<file path="src/rtl/balvg_pkg.sv">
// ---------------------------------------------------------------------------
// Battery average guard package
// Widths, register indexes, reset values and fixed counts shared by the
// channel interfaces and the guard itself.
// ---------------------------------------------------------------------------
package balvg_pkg;

  localparam int ADC_BITS            = 12;
  localparam int SAMPLES_PER_AVERAGE = 200;
  localparam int LOW_STREAK_LIMIT    = 3;

  localparam int INTERVAL_W = 16;
  localparam int LEVEL_W    = 20;
  localparam int SUM_W      = 20;
  localparam int COUNT_W    = 8;
  localparam int STREAK_W   = 2;
  localparam int CFG_DATA_W = 20;
  localparam int CFG_INDEX_W = 2;
  localparam int STEP_W     = $clog2(LEVEL_W + 1);

  typedef enum logic [CFG_INDEX_W-1:0] {
    REG_SAMPLE_INTERVAL = 2'd0,
    REG_SCALE_DIVISOR   = 2'd1,
    REG_WARN_THRESHOLD  = 2'd2,
    REG_OFF_THRESHOLD   = 2'd3
  } reg_index_t;

  localparam logic [INTERVAL_W-1:0] SAMPLE_INTERVAL_RST = 16'd10;
  localparam logic [LEVEL_W-1:0]    SCALE_DIVISOR_RST   = 20'd200;
  localparam logic [LEVEL_W-1:0]    WARN_THRESHOLD_RST  = 20'd0;
  localparam logic [LEVEL_W-1:0]    OFF_THRESHOLD_RST   = 20'd0;

endpackage

</file>
<file path="src/rtl/balvg_tick_if.sv">
// ---------------------------------------------------------------------------
// Tick channel
// One request per millisecond tick, carrying the battery ADC reading.
// ---------------------------------------------------------------------------
interface balvg_tick_if import balvg_pkg::*; ();
  logic                valid;
  logic                ready;
  logic [ADC_BITS-1:0] adc_sample;

  modport source (output valid, output adc_sample, input ready);
  modport sink (input valid, input adc_sample, output ready);
endinterface

</file>
<file path="src/rtl/balvg_report_if.sv">
// ---------------------------------------------------------------------------
// Report channel
// One request per tick: level, warning and shutdown status.
// ---------------------------------------------------------------------------
interface balvg_report_if import balvg_pkg::*; ();
  logic               valid;
  logic               ready;
  logic               report_valid;
  logic [LEVEL_W-1:0] battery_level;
  logic               warn;
  logic               shutdown;

  modport source (output valid, output report_valid, output battery_level,
                  output warn, output shutdown, input ready);
  modport sink (input valid, input report_valid, input battery_level,
                input warn, input shutdown, output ready);
endinterface

</file>
<file path="src/rtl/battery_average_low_voltage_guard.sv">
// ---------------------------------------------------------------------------
// Battery average low-voltage guard
// Sums one ADC sample every sample_interval ticks, divides the sum of 200
// samples by scale_divisor with a bit-serial divider, flags low levels and
// latches shutdown after three low reports in a row.
// ---------------------------------------------------------------------------
//   channel   | dir | payload                                    | per request
//   tick      | in  | adc_sample                                 | one tick
//   report    | out | report_valid, battery_level, warn, shutdown| one per tick
//   cfg_*     | in  | cfg_index, cfg_data                        | one register
//
// A tick that completes no average has its report loaded into the output
// register at the accepting edge. The tick that completes an average goes
// through the restoring divider, which shifts out one quotient bit per cycle
// until the quotient is done; then S_FIN updates level, warning and streak.
// A tick is accepted only while the output register is empty or being taken.
// Reset is synchronous and clears state and registers, except rem and quo.
// ---------------------------------------------------------------------------
module battery_average_low_voltage_guard import balvg_pkg::*; (
  input  logic                   clk,
  input  logic                   rst,
  input  logic                   cfg_we,
  input  logic [CFG_INDEX_W-1:0] cfg_index,
  input  logic [CFG_DATA_W-1:0]  cfg_data,
  balvg_tick_if.sink             tick,
  balvg_report_if.source         report
);

  typedef enum logic [1:0] {S_IDLE, S_DIV, S_FIN} state_t;

  state_t                 state;
  logic [INTERVAL_W-1:0]  sample_interval;
  logic [LEVEL_W-1:0]     scale_divisor;
  logic [LEVEL_W-1:0]     warn_threshold;
  logic [LEVEL_W-1:0]     off_threshold;

  logic [INTERVAL_W-1:0]  elapsed_ticks;
  logic [SUM_W-1:0]       sample_sum;
  logic [COUNT_W-1:0]     sample_count;
  logic [STREAK_W-1:0]    low_streak;
  logic [LEVEL_W-1:0]     last_level;
  logic                   warn_flag;
  logic                   shutdown_latch;

  logic                   out_valid;
  logic                   out_report_valid;

  // Divider: quo starts as the dividend and fills with quotient bits.
  logic [LEVEL_W-1:0]     rem;
  logic [LEVEL_W-1:0]     quo;
  logic [STEP_W-1:0]      step;

  logic                   tick_accept;
  logic [INTERVAL_W-1:0]  elapsed_inc;
  logic                   take_sample;
  logic [SUM_W:0]         sum_wide;
  logic [SUM_W-1:0]       sum_sat;
  logic [COUNT_W-1:0]     count_inc;
  logic                   report_due;
  logic [LEVEL_W:0]       rem_shift;
  logic [LEVEL_W:0]       rem_diff;
  logic                   fits;
  logic [STREAK_W-1:0]    streak_next;
  logic                   out_load;

  assign tick.ready = (state == S_IDLE) && (!out_valid || report.ready);
  assign tick_accept = tick.valid && tick.ready;

  assign report.valid         = out_valid;
  assign report.report_valid  = out_report_valid;
  assign report.battery_level = last_level;
  assign report.warn          = warn_flag;
  assign report.shutdown      = shutdown_latch;

  always_comb begin
    elapsed_inc = (elapsed_ticks != '1) ? elapsed_ticks + INTERVAL_W'(1) : elapsed_ticks;
    take_sample = (elapsed_inc >= sample_interval);
    sum_wide    = {1'b0, sample_sum} + (SUM_W + 1)'(tick.adc_sample);
    sum_sat     = sum_wide[SUM_W] ? '1 : sum_wide[SUM_W-1:0];
    count_inc   = sample_count + COUNT_W'(1);
    report_due  = take_sample && (count_inc == COUNT_W'(SAMPLES_PER_AVERAGE));

    // A new report is loaded on every tick except the one that starts a division.
    out_load = (state == S_FIN) || (tick_accept && (shutdown_latch || !report_due));

    rem_shift = {rem, quo[LEVEL_W-1]};
    rem_diff  = rem_shift - {1'b0, scale_divisor};
    fits      = (rem_shift >= {1'b0, scale_divisor});

    if (quo <= off_threshold) begin
      streak_next = (low_streak < STREAK_W'(LOW_STREAK_LIMIT)) ? low_streak + STREAK_W'(1)
                                                              : low_streak;
    end else begin
      streak_next = '0;
    end
  end

  always_ff @(posedge clk) begin
    if (rst) begin
      state            <= S_IDLE;
      sample_interval  <= SAMPLE_INTERVAL_RST;
      scale_divisor    <= SCALE_DIVISOR_RST;
      warn_threshold   <= WARN_THRESHOLD_RST;
      off_threshold    <= OFF_THRESHOLD_RST;
      elapsed_ticks    <= '0;
      sample_sum       <= '0;
      sample_count     <= '0;
      low_streak       <= '0;
      last_level       <= '0;
      warn_flag        <= 1'b0;
      shutdown_latch   <= 1'b0;
      out_valid        <= 1'b0;
      out_report_valid <= 1'b0;
      step             <= '0;
    end else begin
      if (cfg_we) begin
        unique case (reg_index_t'(cfg_index))
          REG_SAMPLE_INTERVAL: sample_interval <= cfg_data[INTERVAL_W-1:0];
          REG_SCALE_DIVISOR:   scale_divisor   <= cfg_data[LEVEL_W-1:0];
          REG_WARN_THRESHOLD:  warn_threshold  <= cfg_data[LEVEL_W-1:0];
          REG_OFF_THRESHOLD:   off_threshold   <= cfg_data[LEVEL_W-1:0];
          default: ;
        endcase
      end

      if (out_load) begin
        out_valid <= 1'b1;
      end else if (report.valid && report.ready) begin
        out_valid <= 1'b0;
      end

      unique case (state)
        S_IDLE: begin
          if (tick_accept) begin
            if (shutdown_latch) begin
              out_report_valid <= 1'b0;
            end else if (!take_sample) begin
              elapsed_ticks    <= elapsed_inc;
              out_report_valid <= 1'b0;
            end else if (!report_due) begin
              elapsed_ticks    <= '0;
              sample_sum       <= sum_sat;
              sample_count     <= count_inc;
              out_report_valid <= 1'b0;
            end else begin
              // The completing sample goes straight into the divider.
              elapsed_ticks <= '0;
              sample_sum    <= '0;
              sample_count  <= '0;
              rem           <= '0;
              quo           <= sum_sat;
              step          <= '0;
              state         <= S_DIV;
            end
          end
        end
        S_DIV: begin
          rem  <= fits ? rem_diff[LEVEL_W-1:0] : rem_shift[LEVEL_W-1:0];
          quo  <= {quo[LEVEL_W-2:0], fits};
          step <= step + STEP_W'(1);
          if (step == STEP_W'(LEVEL_W - 1)) begin
            state <= S_FIN;
          end
        end
        S_FIN: begin
          last_level       <= quo;
          warn_flag        <= (quo < warn_threshold);
          low_streak       <= streak_next;
          if (streak_next >= STREAK_W'(LOW_STREAK_LIMIT)) begin
            shutdown_latch <= 1'b1;
          end
          out_report_valid <= 1'b1;
          state            <= S_IDLE;
        end
        default: state <= S_IDLE;
      endcase
    end
  end

endmodule
</file>
<file path="src/flat_wrapper.sv">
// flat-port wrapper written by rule: the top's interface ports become plain ports
module battery_average_low_voltage_guard_flat import balvg_pkg::*;
  (clk, rst, cfg_we, cfg_index, cfg_data, tick_valid, tick_adc_sample, tick_ready, report_valid, report_report_valid, report_battery_level, report_warn, report_shutdown, report_ready);
  balvg_tick_if tick_i ();
  balvg_report_if report_i ();
  input  logic clk;
  input  logic rst;
  input  logic cfg_we;
  input  logic [CFG_INDEX_W-1:0] cfg_index;
  input  logic [CFG_DATA_W-1:0] cfg_data;
  input wire logic [$bits(tick_i.valid)-1:0] tick_valid;
  input wire logic [$bits(tick_i.adc_sample)-1:0] tick_adc_sample;
  output wire logic [$bits(tick_i.ready)-1:0] tick_ready;
  output wire logic [$bits(report_i.valid)-1:0] report_valid;
  output wire logic [$bits(report_i.report_valid)-1:0] report_report_valid;
  output wire logic [$bits(report_i.battery_level)-1:0] report_battery_level;
  output wire logic [$bits(report_i.warn)-1:0] report_warn;
  output wire logic [$bits(report_i.shutdown)-1:0] report_shutdown;
  input wire logic [$bits(report_i.ready)-1:0] report_ready;
  assign tick_i.valid = tick_valid;
  assign tick_i.adc_sample = tick_adc_sample;
  assign tick_ready = tick_i.ready;
  assign report_valid = report_i.valid;
  assign report_report_valid = report_i.report_valid;
  assign report_battery_level = report_i.battery_level;
  assign report_warn = report_i.warn;
  assign report_shutdown = report_i.shutdown;
  assign report_i.ready = report_ready;
  battery_average_low_voltage_guard u_core (.clk(clk), .rst(rst), .cfg_we(cfg_we), .cfg_index(cfg_index), .cfg_data(cfg_data), .tick(tick_i), .report(report_i));
endmodule
</file>
<file path="config.mk">
export PLATFORM = sky130hd
export DESIGN_NAME = battery_average_low_voltage_guard_flat
export DESIGN_NICKNAME = d
export VERILOG_FILES = /design/src/rtl/balvg_pkg.sv /design/src/rtl/balvg_tick_if.sv /design/src/rtl/balvg_report_if.sv /design/src/rtl/battery_average_low_voltage_guard.sv /design/src/flat_wrapper.sv
export SDC_FILE = /design/constraint.sdc
export NUM_CORES = 1
export LEC_CHECK = 0
export BUFFER_PORTS_ARGS = -buffer_cell sky130_fd_sc_hd__clkbuf_2
export CAP_MARGIN = 20
export CORE_AREA = 2 2 168 170
export CTS_CLUSTER_DIAMETER = 80
export DETAILED_ROUTE_END_ITERATION = 8
export DIE_AREA = 0 0 170 172
export PLACE_DENSITY = 0.54
export SLEW_MARGIN = 10
export SYNTH_ARGS = -nofsm -noshare
export SYNTH_HDL_FRONTEND = slang
export SYNTH_SLANG_ARGS = --single-unit
</file>
<file path="constraint.sdc">
create_clock -name clk -period 17.1 [get_ports clk]
set_input_delay 1.71 -clock clk [delete_from_list [all_inputs] [get_ports clk]]
set_output_delay 1.71 -clock clk [all_outputs]
set_load 0.005 [all_outputs]
</file>
; ---- After elaboration in Yosys (flattened, before gate mapping)
; Cells that the tools add are included.
; Widths: inputs -> output; s select.
[word_totals]
wordCells = 107
reg_bits = 193
latchBits = 0
output_inout_bits = 25
mem_bits_rw = 0
mem_count = 0
rom_bits = 0
[classes]
reduce_logical = 26
n_eq_ne = 14
n_lt_le_gt_ge = 6
n_div = 0
shift = 0
muxes = 36
n_addsub = 6
n_mul = 0
n_bitwise = 2
[op_table]
columns = operator, n
row1 = $mux 20, 11
row2 = $pmux 20 s2, 2
row3 = $mux 16, 2
row4 = $add 20x12->21, 1
row5 = $ge 21x20->1, 1
row6 = $le 20x20->1, 1
row7 = $lt 20x20->1, 1
row8 = $mux 5, 4
row9 = $sub 20x20->20, 1
row10 = $add 16x1->16 const B, 1
row11 = $ge 16x16->1, 1
row12 = $ne 16x16->1 const B, 1
row13 = $mux 2, 7
row14 = $pmux 5 s2, 1
row15 = $reduce_and 2->1, 5
row16 = $reduce_and 5->1, 2
row17 = $add 8x1->8 const B, 1
row18 = $eq 8x8->1 const B, 1
row19 = $mux 8, 1
row20 = $ne 2x1->1 const B, 4
row21 = $eq 2x2->1 const B, 3
row22 = $mux 1, 6
row23 = $reduce_and 3->1, 2
row24 = $reduce_and 6->1, 1
row25 = other kinds (17), 29

; ---- Logic depth before layout (Yosys ltp)
; Gate-level depths: netlist (run 1).
[depth]
depth_word = 9
depth_mapped = 20
mapped_depth_nobuf = 16

; ---- Least setup slack after synthesis (run 1)
; Ideal clock, no wire load.
[synth_path]
path_kind = reg-to-reg
startpoint = reg u_core.elapsed_ticks[0]
endpoint = reg u_core.quo[0], enable pin
period_less_slack_ps = 6407
slack_ps = 10693
path_stages_with_launch = 18
setup_ps = 487
arrival_time_ps = 5920
path_cell_list = dfxtp_1 ha_1 nand3_1 nor4_4 and4_1 buf_4 nor2_2 and3_1 xor2_1 ha_1 nand4_1 nor2_1 nand2_1 o32a_1 a21oi_2 buf_6 a21oi_1 nor3_1
[synth_via]
elab_chain_cells = 6
elab_cells_between_ends = 8
[synth_lines]
columns = item, line_no
row1 = from (decl), battery_average_low_voltage_guard.sv:37  ; logic [INTERVAL_W-1:0] elapsed_ticks;
row2 = from (signal assigned), battery_average_low_voltage_guard.sv:138  ; elapsed_ticks <= elapsed_inc;
row3 = $add 16x1->16 or $ne 16x16->1 (tied branches), battery_average_low_voltage_guard.sv:76  ; elapsed_inc = (elapsed_ticks != '1) ? elapsed_ticks + INTERVAL_W'(1) : elapsed_ticks;
row4 = $mux 16 *, battery_average_low_voltage_guard.sv:76
row5 = $ge 16x16->1 *, battery_average_low_voltage_guard.sv:77  ; take_sample = (elapsed_inc >= sample_interval);
row6 = $logic_and 1x1->1, battery_average_low_voltage_guard.sv:81  ; report_due = take_sample && (count_inc == COUNT_W'(SAMPLES_PER_AVERAGE));
row7 = $ne 2x1->1 (no source line), --
row8 = $reduce_and 6->1 (no source line) *, --
row9 = to (signal assigned), battery_average_low_voltage_guard.sv:151  ; quo <= sum_sat;
row10 = to (signal assigned), battery_average_low_voltage_guard.sv:159  ; quo <= {quo[LEVEL_W-2:0], fits};
row11 = to (decl), battery_average_low_voltage_guard.sv:50  ; logic [LEVEL_W-1:0] quo;
; Mark *: on every way between the ends. The rest lies on a longest branch, timed or not.
; A chain may end at the register's enable or synchronous reset.

; ---- Worst setup path after layout (run 1)
[layout_path]
startpoint = reg u_core.elapsed_ticks[0]
endpoint = reg u_core.rem[5], enable pin
[layout_via]
elab_chain_cells = 6
elab_cells_between_ends = 8
[layout_lines]
columns = item, line_no
row1 = $add 16x1->16 or $ne 16x16->1 (tied branches), battery_average_low_voltage_guard.sv:76
row2 = $mux 16 *, battery_average_low_voltage_guard.sv:76
row3 = $ge 16x16->1 *, battery_average_low_voltage_guard.sv:77
row4 = $logic_and 1x1->1, battery_average_low_voltage_guard.sv:81
row5 = $ne 2x1->1 (no source line), --
row6 = $reduce_and 6->1 (no source line) *, --
row7 = to (signal assigned), battery_average_low_voltage_guard.sv:158  ; rem <= fits ? rem_diff[LEVEL_W-1:0] : rem_shift[LEVEL_W-1:0];
row8 = to (decl), battery_average_low_voltage_guard.sv:49  ; logic [LEVEL_W-1:0] rem;
; Marked as above.

==> impl_metrics.csv, run 1 <==
group,metric,value,unit
clock_tree,cts_hold_buf,0,
clock_tree,cts-resized-gates,0,
global_route,grt_pass1_vias,8764,
floorplanning,ios,64,
clock_tree,cts-root-buf,"clkbuf_16",
hold_path,min_to,"u_core.warn_threshold[0]$_SDFFE_PP0P_",
placed_design,dp_slack,12.39,ns
global_route,grt-ovfl-total,0,
setup_path,critPathLaunchType,"flip-flop",
setup_path,path_cells,"ha_1 > nand3_1 > nor4_4 > and4_1 > nor2_2 > and3_1 > xor2_1 > ha_1 > nand4_1 > nor2_1 > nand2_1 > o32a_1 > a21oi_2 > buf_4 > a21oi_1 > nor3_2 > buf_4",
global_route,grt_first_pass_wirelength,46500,um
sta,hold_viol,0,
global_route,antenna_found_initial,0,
sta,rsz0062_at_grt,"no",
final_layout,finalNonFillerCells,1727,
placed_design,place.gp.congestion,0.848,
setup_path,path_delay_family,"simple AND/OR/NAND/NOR gates",
hold_path,hp-start,"u_core.warn_threshold[0]$_SDFFE_PP0P_",
clock_tree,cts_made_buffers,17,
setup_path,critPathMaxFanout,40,
sta,layout_min_cycle_time,4.75,ns
yosys,ys_async_sr_fraction,0,%
setup_path,rr_endpoint,"u_core.rem[5]$_SDFFCE_PN0P_",
yosys,avgSynthCellArea,8.12,um^2
route,drc_errors,0,
placed_design,io_buffers,63,
sta,period_share,27.8,%
final_layout,final_common_cell,"nand2_1",
route,routed_wl,28500,um
sta,setup_tns,0,ns
hold_path,hold_depth,2,
yosys,ys_ff_latch,193,
setup_path,worst_path_max_delay_cell,"buf_4",
placed_design,place_area,11500,um^2
power_and_ir_drop,sw_frac_of_total,26.1,%
yosys,synth_cell_types,74,
setup_path,crit_type,"flip-flop to flip-flop",
floorplanning,initial_core_util,39.6,%
clock_tree,clk_pin_slew,0.07,ns
run,drv_cap,0,
setup_path,worst-path-buf-inv,2,
clock_tree,insertion_delay,0.44,ns
sta,setup_slack,12.35,ns
placed_design,placedCellCount,1695,
placed_design,dp.final_hpwl,20700,um
yosys,synthCells,1341,
global_route,grt_usage,20.1,%
final_layout,multi_input_area,6010,um^2
route,first_pass_iters,5,
power_and_ir_drop,p_int,687,uW
setup_path,reg2reg_depth,17,
floorplanning,num_rows,61,
power_and_ir_drop,p_comb_share,7.8,%
yosys,seq_area_frac_synth,39.2,%
clock_tree,cts_tree,"built",
clock_tree,post_cts_buffers,0,
floorplanning,coreArea,27500,um^2
power_and_ir_drop,power_switching,242,uW
route,viasPerCell,5.33,
setup_path,ff2ff_setup_slack,12.35,ns
sta,setup_viol_count_final,0,
yosys,synth_area,10900,um^2
final_layout,fill_cells,2801,
setup_path,worstPathRequired,17.17,ns
route,ant_nets,0,
final_layout,layout_common_cells,"nand2_1, a21oi_1, dfxtp_1",
floorplanning,die_h,172,um
final_layout,layout-drive-gt1-share,9.41,%
power_and_ir_drop,clockPowerShare,41.3,%
clock_tree,h-tree-depth,4,
yosys,yosysWarnings,0,
sta,max_freq,0.210,GHz
setup_path,end_kind,"flip-flop",
clock_tree,clock-sinks,193,
final_layout,syn_to_final_growth,10.3,%
power_and_ir_drop,vdd_ir_drop_max,0.0633,mV
yosys,synth_edf_count,40,
floorplanning,die_w,170,um
route,drt_iter0_drc,740,
global_route,grt_max_degree,99,
route,wl_per_cell,16.5,um
route,vias,9203,
sta,fin_skew,0.0159,ns
power_and_ir_drop,p_per_area,77.4,nW/um^2
sta,final-max-slew-violation-count,0,
run_status,status,"finished, final reports clean",
yosys,synth-main-ff-cell,"dfxtp_1",
clock_tree,cts.path.max_buffers,2,
power_and_ir_drop,p_leak,4.63,nW
hold_path,hold_path.class,"flip-flop to flip-flop",
final_layout,nNetsFinal,1500,
sta,slew_headroom,28.5,%
setup_path,critPathMaxStageDelay,0.51,ns
final_layout,finalInstanceArea,12000,um^2
power_and_ir_drop,seq_power_share,50.9,%
setup_path,r2r-start,"u_core.elapsed_ticks[0]$_SDFFE_PP0P_",
final_layout,regArea,4260,um^2
sta,tightest_slew,1.07,ns
final_layout,antenna_cells,0,
yosys,synthesis.nets,1473,
floorplanning,dieArea,29200,um^2
setup_path,arrival,4.82,ns
## logic make-up (layout without fill, tap and decap cells)
logic type	Yosys count	count (layout)	synth area share, %
AOI/OAI and AO/OA	339	339	19.0
xor gates and xnor gates	38	38	3.06
adders and majority gates	93	93	10.8
buffers and inverters	161	201	5.81
DFF	193	193	39.2
muxes	10	10	0.931
and+or+nand+nor	507	507	21.2
## layer usage
layer / part of all wire, % / routed length, um / GRT usage (%) / vias to the layer above
met2: 46 / 13100 / 33.5 / 176
met1: 49 / 13900 / 27.6 / 4303
met5: 0 / 0 / 0 / -
li1: - / - / - / 4704
met3: 3.8 / 1080 / 3.09 / 20
met4: 1.1 / 326 / 4.35 / 0
## flip-flops by register name, summed over array words and instances (netlist names)
name and cells:
u_core.low_streak 2, u_core.report.warn 1, u_core.sample_sum 20, u_core.step 5, u_core.report.battery_level 20, u_core.off_threshold 20
u_core.quo 20, u_core.sample_interval 16, u_core.report.shutdown 1, u_core.elapsed_ticks 16, u_core.warn_threshold 20, u_core.state 2
u_core.report.report_valid 1, u_core.rem 20, u_core.sample_count 8, u_core.scale_divisor 20, u_core.report.valid 1
## power by group through the flow
stage	clock [mW]	sequential [mW]	combinational [mW]
finish	0.384	0.474	0.0723
CTS	0.400	0.474	0.0728
detailed placement	0	0.484	0.0724
global route	0.414	0.474	0.0821
floorplan	0	0.483	0.0493
global placement	0	0.484	0.0720
## worst max path at each step
stage / start / end / slack (ns) / depth (start not counted)
after floorplan: u_core.elapsed_ticks[0]$_SDFFE_PP0P_ / u_core.quo[0]$_DFFE_PP_ / 10.69 / 17
after global placement: u_core.elapsed_ticks[0]$_SDFFE_PP0P_ / u_core.rem[4]$_SDFFCE_PN0P_ / 12.42 / 17
after detailed placement: u_core.elapsed_ticks[0]$_SDFFE_PP0P_ / u_core.rem[2]$_SDFFCE_PN0P_ / 12.39 / 17
after CTS: u_core.elapsed_ticks[0]$_SDFFE_PP0P_ / u_core.rem[2]$_SDFFCE_PN0P_ / 12.34 / 17
after global routing: u_core.elapsed_ticks[0]$_SDFFE_PP0P_ / u_core.rem[2]$_SDFFCE_PN0P_ / 12.03 / 17
final: u_core.elapsed_ticks[0]$_SDFFE_PP0P_ / u_core.rem[5]$_SDFFCE_PN0P_ / 12.35 / 17
## worst min-delay path: cells and delay by family, from the launching register on
kind / cells / cell delay, ns
simple gates: 1 / 0.05
compound gates: 1 / 0.05
flops: 1 / 0.31
## per-stage QoR
step	hold slack [ns]	utilization, %	power, mW
floorplan	0.426	-	0.532
global placement	0.442	41.7	0.556
detailed placement	0.448	41.7	0.556
CTS	0.458	43.7	0.946
global route	0.475	43.7	0.970
finish	0.456	43.7	0.930
## cells in the mapped netlist, types with 6 or more instances
cell	number	area, um^2
clkbuf_1	53	199
a21oi_1	170	851
nor2_1	98	368
o21ai_0	47	235
nand3_1	28	140
edfxtp_1	40	1200
dfxtp_1	153	3060
and4_1	6	52.6
o21a_1	12	90.1
inv_1	96	360
a31oi_1	10	62.6
mux2i_1	9	90.1
a21o_1	26	195
nand2_1	253	950
and2_1	6	37.5
xor2_1	11	96.3
a211o_1	7	61.3
nand2b_1	12	75.1
or3_1	9	56.3
o31ai_1	6	45.0
and3_1	8	50.1
nor2b_1	15	93.8
xnor2_1	27	236
nor3_1	26	130
a211oi_1	12	90.1
ha_1	91	1140
a22o_1	8	70.1
nand4_1	17	106
## cell type report
cell class / instances / area share (%)
inverters: 98 / 3.06
flip-flops and latches: 193 / 35.5
repair buffers: 71 / 3.21
clock buffers: 18 / 3.57
clock inverters: 14 / 0.979
multi-input cells: 987 / 50.1
well taps: 346 / 3.60
(Power assumes the default switching activity.)
==> run 2, diff against run 1 <==
- clock period: 17.1 -> 4.79 ns (I/O delays scaled with it)
==> run 2 against run 1 <==
  * First-iteration DRC count shrank 12%
  * Combinational power grew to 3.6 times the previous value
  * Worst hold slack worse by 0.11 ns
  * Fmax rose by 8.5%
  * Clock skew decreased by 0.0027 ns
  * Wire length is 1.8% higher
  * Count of clock-buffer cells in the layout grew 2
  * Flip-flop and latch count unchanged
  * Setup slack worse by 12 ns
  * Sequential power rose to 3.6 times the previous value
  * Critical endpoint is now u_core.sample_sum[18]$_SDFFE_PP0P_
  * Largest cell class unchanged
  * Highest routed layer unchanged
==> impl_metrics.csv, run 2 (synthesized netlist as in run 1, its figures left out) <==
group,metric,value,unit
route,ant_nets,0,
power_and_ir_drop,clockPowerShare,41.7,%
setup_path,arrival,4.77,ns
sta,layout_min_cycle_time,4.38,ns
setup_path,worst-path-buf-inv,1,
placed_design,place.gp.congestion,0.849,
global_route,grt_usage,20.3,%
floorplanning,ios,64,
final_layout,fill_cells,2792,
power_and_ir_drop,p_leak,4.65,nW
final_layout,finalNonFillerCells,1731,
setup_path,worstPathRequired,5.17,ns
global_route,use_met1,28.4,%
hold_path,hold_path.class,"input port to flip-flop",
setup_path,path_cells,"ha_1 > nand3_1 > nor4_4 > and4_1 > nor2_2 > and3_1 > xor2_1 > ha_1 > nand4_1 > nor2_1 > nand2_1 > o32a_1 > a21oi_2 > buf_4 > nand2_1 > nor2_1 > o221a_2",
power_and_ir_drop,p_per_area,277,nW/um^2
floorplanning,num_rows,61,
global_route,met2_usage,33.3,%
power_and_ir_drop,p_comb_share,7.8,%
setup_path,critPathLaunchType,"flip-flop",
clock_tree,insertion_delay,0.44,ns
final_layout,nNetsFinal,1504,
clock_tree,clk_pin_slew,0.07,ns
route,first_pass_iters,5,
placed_design,dp_slack,0.230,ns
setup_path,worst_path_max_delay_cell,"dfxtp_1",
power_and_ir_drop,seq_power_share,50.5,%
floorplanning,die_w,170,um
placed_design,io_buffers,63,
global_route,grt_max_degree,53,
global_route,use_met3,2.77,%
final_layout,syn_to_final_growth,10.9,%
power_and_ir_drop,power_switching,836,uW
power_and_ir_drop,sw_frac_of_total,25.0,%
sta,hold_viol,0,
floorplanning,dieArea,29200,um^2
route,drt_iter0_drc,649,
setup_path,cp.depth,17,
route,wl_per_cell,16.7,um
setup_path,critPathMaxFanout,20,
final_layout,antenna_cells,0,
global_route,grt_pass1_vias,8805,
placed_design,dp.final_hpwl,21100,um
sta,rsz0062_at_grt,"no",
sta,slew_headroom,27.4,%
final_layout,layout_common_cells,"nand2_1, a21oi_1, dfxtp_1",
clock_tree,post_cts_buffers,0,
sta,final-max-slew-violation-count,0,
clock_tree,cts_tree,"built",
floorplanning,die_h,172,um
clock_tree,cts.path.max_buffers,2,
power_and_ir_drop,vdd_ir_drop_max,0.185,mV
route,drc_errors,0,
global_route,antenna_found_initial,0,
clock_tree,h-tree-depth,4,
clock_tree,cts_made_buffers,17,
sta,fin_skew,0.0132,ns
global_route,top_usage_layer,"met2",
sta,max_freq,0.228,GHz
sta,setup_viol_count_final,0,
global_route,grt-ovfl-total,0,
route,viasPerCell,5.35,
route,routed_wl,29000,um
route,vias,9256,
clock_tree,clock-sinks,193,
setup_path,end_kind,"flip-flop",
final_layout,regArea,4260,um^2
placed_design,placedCellCount,1699,
hold_path,hold_depth,3,
final_layout,final_common_cell,"nand2_1",
sta,period_share,91.5,%
sta,setup_slack,0.408,ns
sta,setup_tns,0,ns
setup_path,path_delay_family,"simple AND/OR/NAND/NOR gates",
setup_path,crit_type,"flip-flop to flip-flop",
run,drv_cap,0,
final_layout,multi_input_area,6020,um^2
global_route,grt_first_pass_wirelength,46700,um
floorplanning,coreArea,27500,um^2
setup_path,critPathMaxStageDelay,0.43,ns
final_layout,layout-drive-gt1-share,9.68,%
floorplanning,initial_core_util,39.6,%
clock_tree,cts-root-buf,"clkbuf_16",
setup_path,reg2reg_depth,17,
run_status,status,"finished, final reports clean",
sta,holdWs,0.345,ns
power_and_ir_drop,p_int,2.51,mW
sta,tightest_slew,1.08,ns
[run 2: final cells by class]
type | count | area share [%]
clock buffer | 20 | 4.05
clock inverter | 12 | 0.663
inverter | 98 | 3.05
multi-input combinational | 987 | 49.9
sequential | 193 | 35.3
tap | 346 | 3.58
timing repair buffer | 75 | 3.48
[run 2: worst min-delay path, delay by kind of cell]
kind	cells	cell delay, ns
buffers and inverters	1	0.13
and+or+nand+nor	1	0.07
AOI/OAI and AO/OA	1	0.05
[run 2: through the flow]
step	total power [mW]	utilization, %	area (um^2)
floorplan	1.90	-	10900
global placement	1.99	41.9	11500
detailed placement	1.99	41.9	11500
CTS	3.38	43.9	12100
global route	3.48	44.0	12100
finish	3.35	44.0	12100
[run 2: path summary, 6_finish.rpt]
kind | to | start | slack (ns)
min reg2reg | u_core.report.battery_level[2]$_SDFFE_PP0P_ | u_core.report.battery_level[2]$_SDFFE_PP0P_ | 0.45
min | u_core.off_threshold[18]$_SDFFE_PP0P_ | cfg_data[18] | 0.34
max reg2reg | u_core.sample_sum[18]$_SDFFE_PP0P_ | u_core.elapsed_ticks[0]$_SDFFE_PP0P_ | 0.41
max | u_core.sample_sum[18]$_SDFFE_PP0P_ | u_core.elapsed_ticks[0]$_SDFFE_PP0P_ | 0.41
[run 2: repair_timing]
action	4_1_cts	5_1_grt
hold buffers	0	0
setup endpoints to repair	0	6
resized for setup	0	1
[run 2: power groups by stage]
stage / combinational (mW) / clock (mW) / sequential (mW)
2_1_floorplan: 0.176 / 0 / 1.72
3_3_place_gp: 0.258 / 0 / 1.73
3_5_place_dp: 0.259 / 0 / 1.73
4_1_cts: 0.261 / 1.43 / 1.69
5_1_grt: 0.295 / 1.49 / 1.69
6_report: 0.260 / 1.39 / 1.69
[run 2: per-layer routing]
layer,share of wire (%),wire length (um)
met2,45,13100
met4,1.3,386
met1,50,14500
met3,3.5,1000
met5,0,0
